### config.mk
export PLATFORM = sky130hd
export DESIGN_NAME = rrtp_cell
export DESIGN_NICKNAME = d
export VERILOG_FILES = /design/src/hw/rtl/rrtp_pkg.sv /design/src/hw/rtl/rrtp_cell.sv
export SDC_FILE = /design/constraint.sdc
export NUM_CORES = 1
export LEC_CHECK = 0
export BUFFER_PORTS_ARGS = -buffer_cell sky130_fd_sc_hd__clkbuf_2
export CAP_MARGIN = 20
export CORE_AREA = 2 2 39 41
export DETAILED_ROUTE_END_ITERATION = 16
export DIE_AREA = 0 0 41 43
export PLACE_DENSITY_LB_ADDON = 0.05
export RECOVER_POWER = 100
export REMOVE_ABC_BUFFERS = 1
export SYNTH_ARGS = -nofsm -noshare
export SYNTH_HDL_FRONTEND = slang
export SYNTH_SLANG_ARGS = --single-unit
### constraint.sdc
create_clock -name clk -period 0.8 [get_ports clk]
set_input_delay 0 -clock clk [delete_from_list [all_inputs] [get_ports clk]]
set_output_delay 0 -clock clk [all_outputs]
set_load 0.03 [all_outputs]
### src/hw/rtl/rrtp_pkg.sv
// Shared types and constants for the round-robin thread picker.
`timescale 1ns / 1ps
`default_nettype none
package rrtp_pkg;
  localparam int MAX_THREADS = 64;
  localparam int NUM_SLOTS = 64;
  localparam int LIST_CAP = (MAX_THREADS < NUM_SLOTS) ? MAX_THREADS : NUM_SLOTS;
  localparam int SLOT_W = 6;
  localparam int CNT_W = (LIST_CAP > 1) ? $clog2(LIST_CAP) : 1;
  localparam int TICK_W = 64;
  localparam int OP_W = 3;

  localparam logic [OP_W-1:0] OP_ADD    = 3'd0;
  localparam logic [OP_W-1:0] OP_REMOVE = 3'd1;
  localparam logic [OP_W-1:0] OP_SLEEP  = 3'd2;
  localparam logic [OP_W-1:0] OP_CLEAR  = 3'd3;
  localparam logic [OP_W-1:0] OP_SWITCH = 3'd4;

  typedef struct packed {
    logic              valid;
    logic [SLOT_W-1:0] slot;
  } entry_t;

  typedef enum logic [3:0] {
    ST_IDLE  = 4'b0001,
    ST_PASS  = 4'b0010,
    ST_DRAIN = 4'b0100,
    ST_FIN   = 4'b1000
  } state_t;
endpackage
`default_nettype wire

### src/hw/rtl/rrtp_cell.sv
// One list cell of the picker's rotating order chain.
`timescale 1ns / 1ps
`default_nettype none
module rrtp_cell (
  input  wire                   clk,
  input  wire                   rst_n,
  input  wire                   shift_en,
  input  wire rrtp_pkg::entry_t d_in,
  output rrtp_pkg::entry_t      q
);
  import rrtp_pkg::*;

  entry_t q_r;

  always_ff @(posedge clk) begin
    if (!rst_n) begin
      q_r.valid <= 1'b0;
    end else if (shift_en) begin
      q_r <= d_in;
    end
  end

  assign q = q_r;
endmodule
`default_nettype wire
== Word level (Yosys, flattened, before mapping) ==
Cells that the tools add are included.

* Add/sub/neg operators: 0
* $mul: 0
* Divide/modulo/power cells: 0
* $lt $le $gt $ge: 0
* Equal/unequal tests: 0
* Shift operators: 0
* Mux-type cells: 0
* Bitwise operators: 0
* Reductions and logical operators: 1

{| class="wikitable"
|+ Operators with widths
! cell !! number
|-
| 2-bit AND reduction || 1
|}

* Register bits after elaboration: 7
* Latch bits: 0
* Memory bits (writable): 0
* Bits in read-only memories: 0
* Input bits: 10
* Output and inout bits: 7
* Word-level logic and storage cells: 3
* Memories kept: 0

== Depth between registers and ports, before layout ==
* Depth after elaboration: 1
* Depth in mapped cells: 2
* Gate-level depth less buffers: 2

== Worst setup path after synthesis ==
OpenSTA, ideal clock, no wires.

* Kind: flip-flop to flip-flop
* Start point: register, netlist name q[6]
* End point: register q_r, in the netlist q[6]
* Setup time: 0.065 ns
* Data arrival time: 0.686 ns
* Data required time: 0.735 ns
* Setup slack: 0.049 ns
* Stages on the path, launching flop included: 3
* Buffers on the path: 0
* Clock period less this slack: 0.751 ns
* Cell sequence: dfxtp_1 mux2i_1 nor2b_1

{| class="wikitable"
|+ RTL lines
! item !! line !! RTL
|-
| end signal, assigned || rrtp_cell.sv:19 || <nowiki>q_r <= d_in;</nowiki>
|-
| end, declared || rrtp_cell.sv:13 || <nowiki>entry_t q_r;</nowiki>
|}

== Worst setup path in the final report ==
* Start point: register q_r, in the netlist q[2]
* End point: output port q[2] (netlist bit)

{| class="wikitable"
|+ RTL lines
! item !! line !! RTL
|-
| end, declared || rrtp_cell.sv:9 || <nowiki>output rrtp_pkg::entry_t q</nowiki>
|}

No word-level cell between the ends.

==> run summary <==
The flow ran to the end, but the final reports show violations. The checks that failed: negative setup slack. The largest net degree at the start of global routing is 7. The floorplan die area came out at 1760 sq um.

The layout overhead on the synthesized area is 109%. The post-place instance area is 324 sq um. The cell family contributing the most delay on the critical path is flip-flops. The antenna diode instance count came out at 0. The total of warnings raised by yosys is 0. Fill cells in the final layout number 155. The area of all sequential standard cells came out at 200 sq um.

The setup slack of the worst register-to-register path came out at 0.22 ns. In this run the static leakage power is 0.000199 uW. The final route contains 198 vias. The type of the worst setup path is reg -> out. The number of nets with antenna violations after detailed routing is 0.

The top cell types in the final layout, fill and taps aside, are clkbuf_2 (8), dlygate4sd3_1 (7), edfxtp_1 (6), clkbuf_8 (4), clkbuf_4 (3). Across every metal layer, demand over resource in global routing totals 8.11%. The post-route cell area came out at 468 sq um. The critical path goes through clkbuf_8. The buffers plus inverters on the worst setup path is 1. The number of placement rows is 14.

The final count of negative-setup-slack endpoints came out at 3. Pin placement for this block handled 17 I/O pins. The mean cell area of the mapped netlist is 22.4 sq um. The worst hold path startpoint is d_in[6].

The initial antenna violation count is 0. The final critical path time including I/O delays and setup is 0.821 ns. STA classifies the critical path startpoint as a flop. The wire length of the first global-routing pass came out at 834 um.

The internal power contribution came out at 699 uW. Summed over all layers, the routed wires come to 537 um. From bottom edge to top edge, the die measures 43 um. The clock-pin slew of the registers on the worst-case setup and hold paths came out at 0.05 ns. For hold timing, the worst endpoint is q[6]$_SDFFE_PN0P_. The tree is rooted in a clkbuf_4. The count of pins over their slew limit came out at 0. The share of total power dissipated in combinational logic is 17.3%.

The final worst-path cycle share came out at 103%. The number of different library cells used by synthesis comes to 5. The number of vias per cell came out at 3.74. The last weighted congestion value of the routability-driven placer came out at 0.578. The post-synthesis cell area is 224 sq um. Input and output buffers added on the ports amount to 16.

The final routed DRC violation total is 0. In this run the critical register-to-register path is launched from q[6]$_SDFFE_PN0P_. Setup repair after global routing could not meet its margin everywhere. TritonCTS built the clock tree. The global-route congestion overflow total came out at 0. Before CTS, the worst setup slack after placement is 0.155 ns. The worst clock skew came out at 0 ns. The total power divided by cell area came out at 1960 nW/um^2.

The switching power summed over all nets came out at 216 uW. The kind of end point of the critical path is a primary output. The actual slew at the worst max-slew pin came out at 0.404 ns.

The clock drives 7 sinks. The register with the most flip-flops in the layout has 7 of them. The path class of the tightest hold or removal check is in -> reg. The worst-skew pair later-pin latency is 0.25 ns. The maximum operating frequency is 1.22 GHz. The fraction of final layout cells sized beyond drive strength 1 came out at 48.6%.

The worst hold path was traced through 3 stages. The register area share after synthesis came out at 89.4%. Data on the critical path is required at its endpoint by 0.80 ns. The relative max-transition margin came out at 73.1%. The initial cell density of the core came out at 16.2%.

The die is 41 um wide. The count of mapped cells out of synthesis came out at 10. The via count of the first global-routing pass came out at 205.

The average wire length per cell after detail routing is 10.1 um. The slowest library cell on the worst path is edfxtp_1. The first-iteration detailed-routing DRC count is 0. The most common cell after layout, fill and taps aside is clkbuf_2. In this run, the clock network consumes 35.3% of the power. The register share of total power came out at 47.5%. The maximum clock insertion buffer count is 2. The worst register-to-register path has a depth of 2.

The highest ir drop seen on vdd came out at 0.000714 V. Summing all multi-input logic gate instances after layout gives 22.5 sq um. The number of buffers added by the clock tree synthesis step came out at 3. The detailed-routing iteration count for the pre-antenna-repair pass is 1. Max-cap violations in this run came to 0. The peak per-stage delay on the critical path came out at 0.39 ns. The final hold violation count is 0. The endpoint identified for the worst register-to-register timing path is q[6]$_SDFFE_PN0P_. The total number of H-tree levels is 1.

The number of nets in the layout came out at 48. The post-CTS setup buffer count came out at 0. The data arrival at the endpoint of the critical path is 0.82 ns. The maximum fanout along the worst path is 1. In this run, synthesis produced a sequential element count of 7. The total core area came out at 1380 sq um.

The switching power as a share of total power is 23.6%. In the post-route analysis, the smallest setup slack over all paths is -0.0209 ns.
[Yosys cell counts]
| cell | instances | area [sq um] |
|---|---|---|
| and2_2 | 1 | 7.51 |
| mux2i_1 | 1 | 10.0 |
| nor2b_1 | 1 | 6.26 |
| edfxtp_1 | 6 | 180 |
| dfxtp_1 | 1 | 20.0 |
[timing repair]
action | CTS | global route
endpoints found under the setup margin | 6 | 7
endpoints found under the hold margin | 7 | 0
hold buffers | 7 | 0
resized for setup | 11 | 5
pin swaps | 0 | 0
[layer usage]
| layer | vias up | global-route usage [%] | part of all wire, % |
|---|---|---|---|
| met5 | - | 0 | 0 |
| met4 | 0 | 8.00 | 3.5 |
| met3 | 3 | 4.71 | 17 |
| met2 | 20 | 8.44 | 37 |
| met1 | 83 | 10.6 | 42 |
| li1 | 92 | - | - |
[area by class of cell]
cell class,count,area share [%]
Clock buffer,4,5.61
Multi-Input combinational cell,3,4.81
Sequential cell,7,42.8
Tap cell,16,4.28
Timing Repair Buffer,23,42.5
[power groups by stage]
stage               registers [uW]  logic [uW]  clock network (uW)
global route                   436         169                 363
detailed placement             439         106                   0
global placement               438         106                   0
finish                         435         158                 323
floorplan                      485        11.0                   0
CTS                            434         158                 338
[worst max-delay path by stage]
stage                            from                end  slack, ns  cells after the start
floorplan           q[6]$_SDFFE_PN0P_  q[6]$_SDFFE_PN0P_       0.05                      2
global placement             shift_en     q[3]$_DFFE_PP_       0.17                      2
detailed placement           shift_en     q[2]$_DFFE_PP_       0.16                      2
CTS                    q[2]$_DFFE_PP_               q[2]      -0.04                      1
global route           q[4]$_DFFE_PP_               q[4]      -0.06                      1
finish                 q[2]$_DFFE_PP_               q[2]      -0.02                      1
[kinds of logic (layout without fill, tap and decap cells)]
group / count (synthesis) / in the layout / share of synthesized area [%]
mux: 1 / 1 / 4.47
buf+inv: 0 / 27 / 0
simple gates: 2 / 2 / 6.15
flops: 7 / 7 / 89.4
[through the flow]
| stage | cells | setup TNS, ns | utilization, % | hold WS, ns | total power [uW] |
|---|---|---|---|---|---|
| detailed placement | 42 | 0 | 23.4 | 0.179 | 545 |
| CTS | 53 | -0.0934 | 33.7 | 0.0186 | 931 |
| finish | 53 | -0.0418 | 33.8 | 0.0202 | 916 |
| global route | 53 | -0.186 | 33.8 | 0.0395 | 968 |
| floorplan | 10 | 0 | - | 0.0989 | 496 |
| global placement | 42 | 0 | 23.4 | 0.179 | 544 |
Note: power is estimated with default switching activity, not from simulation.
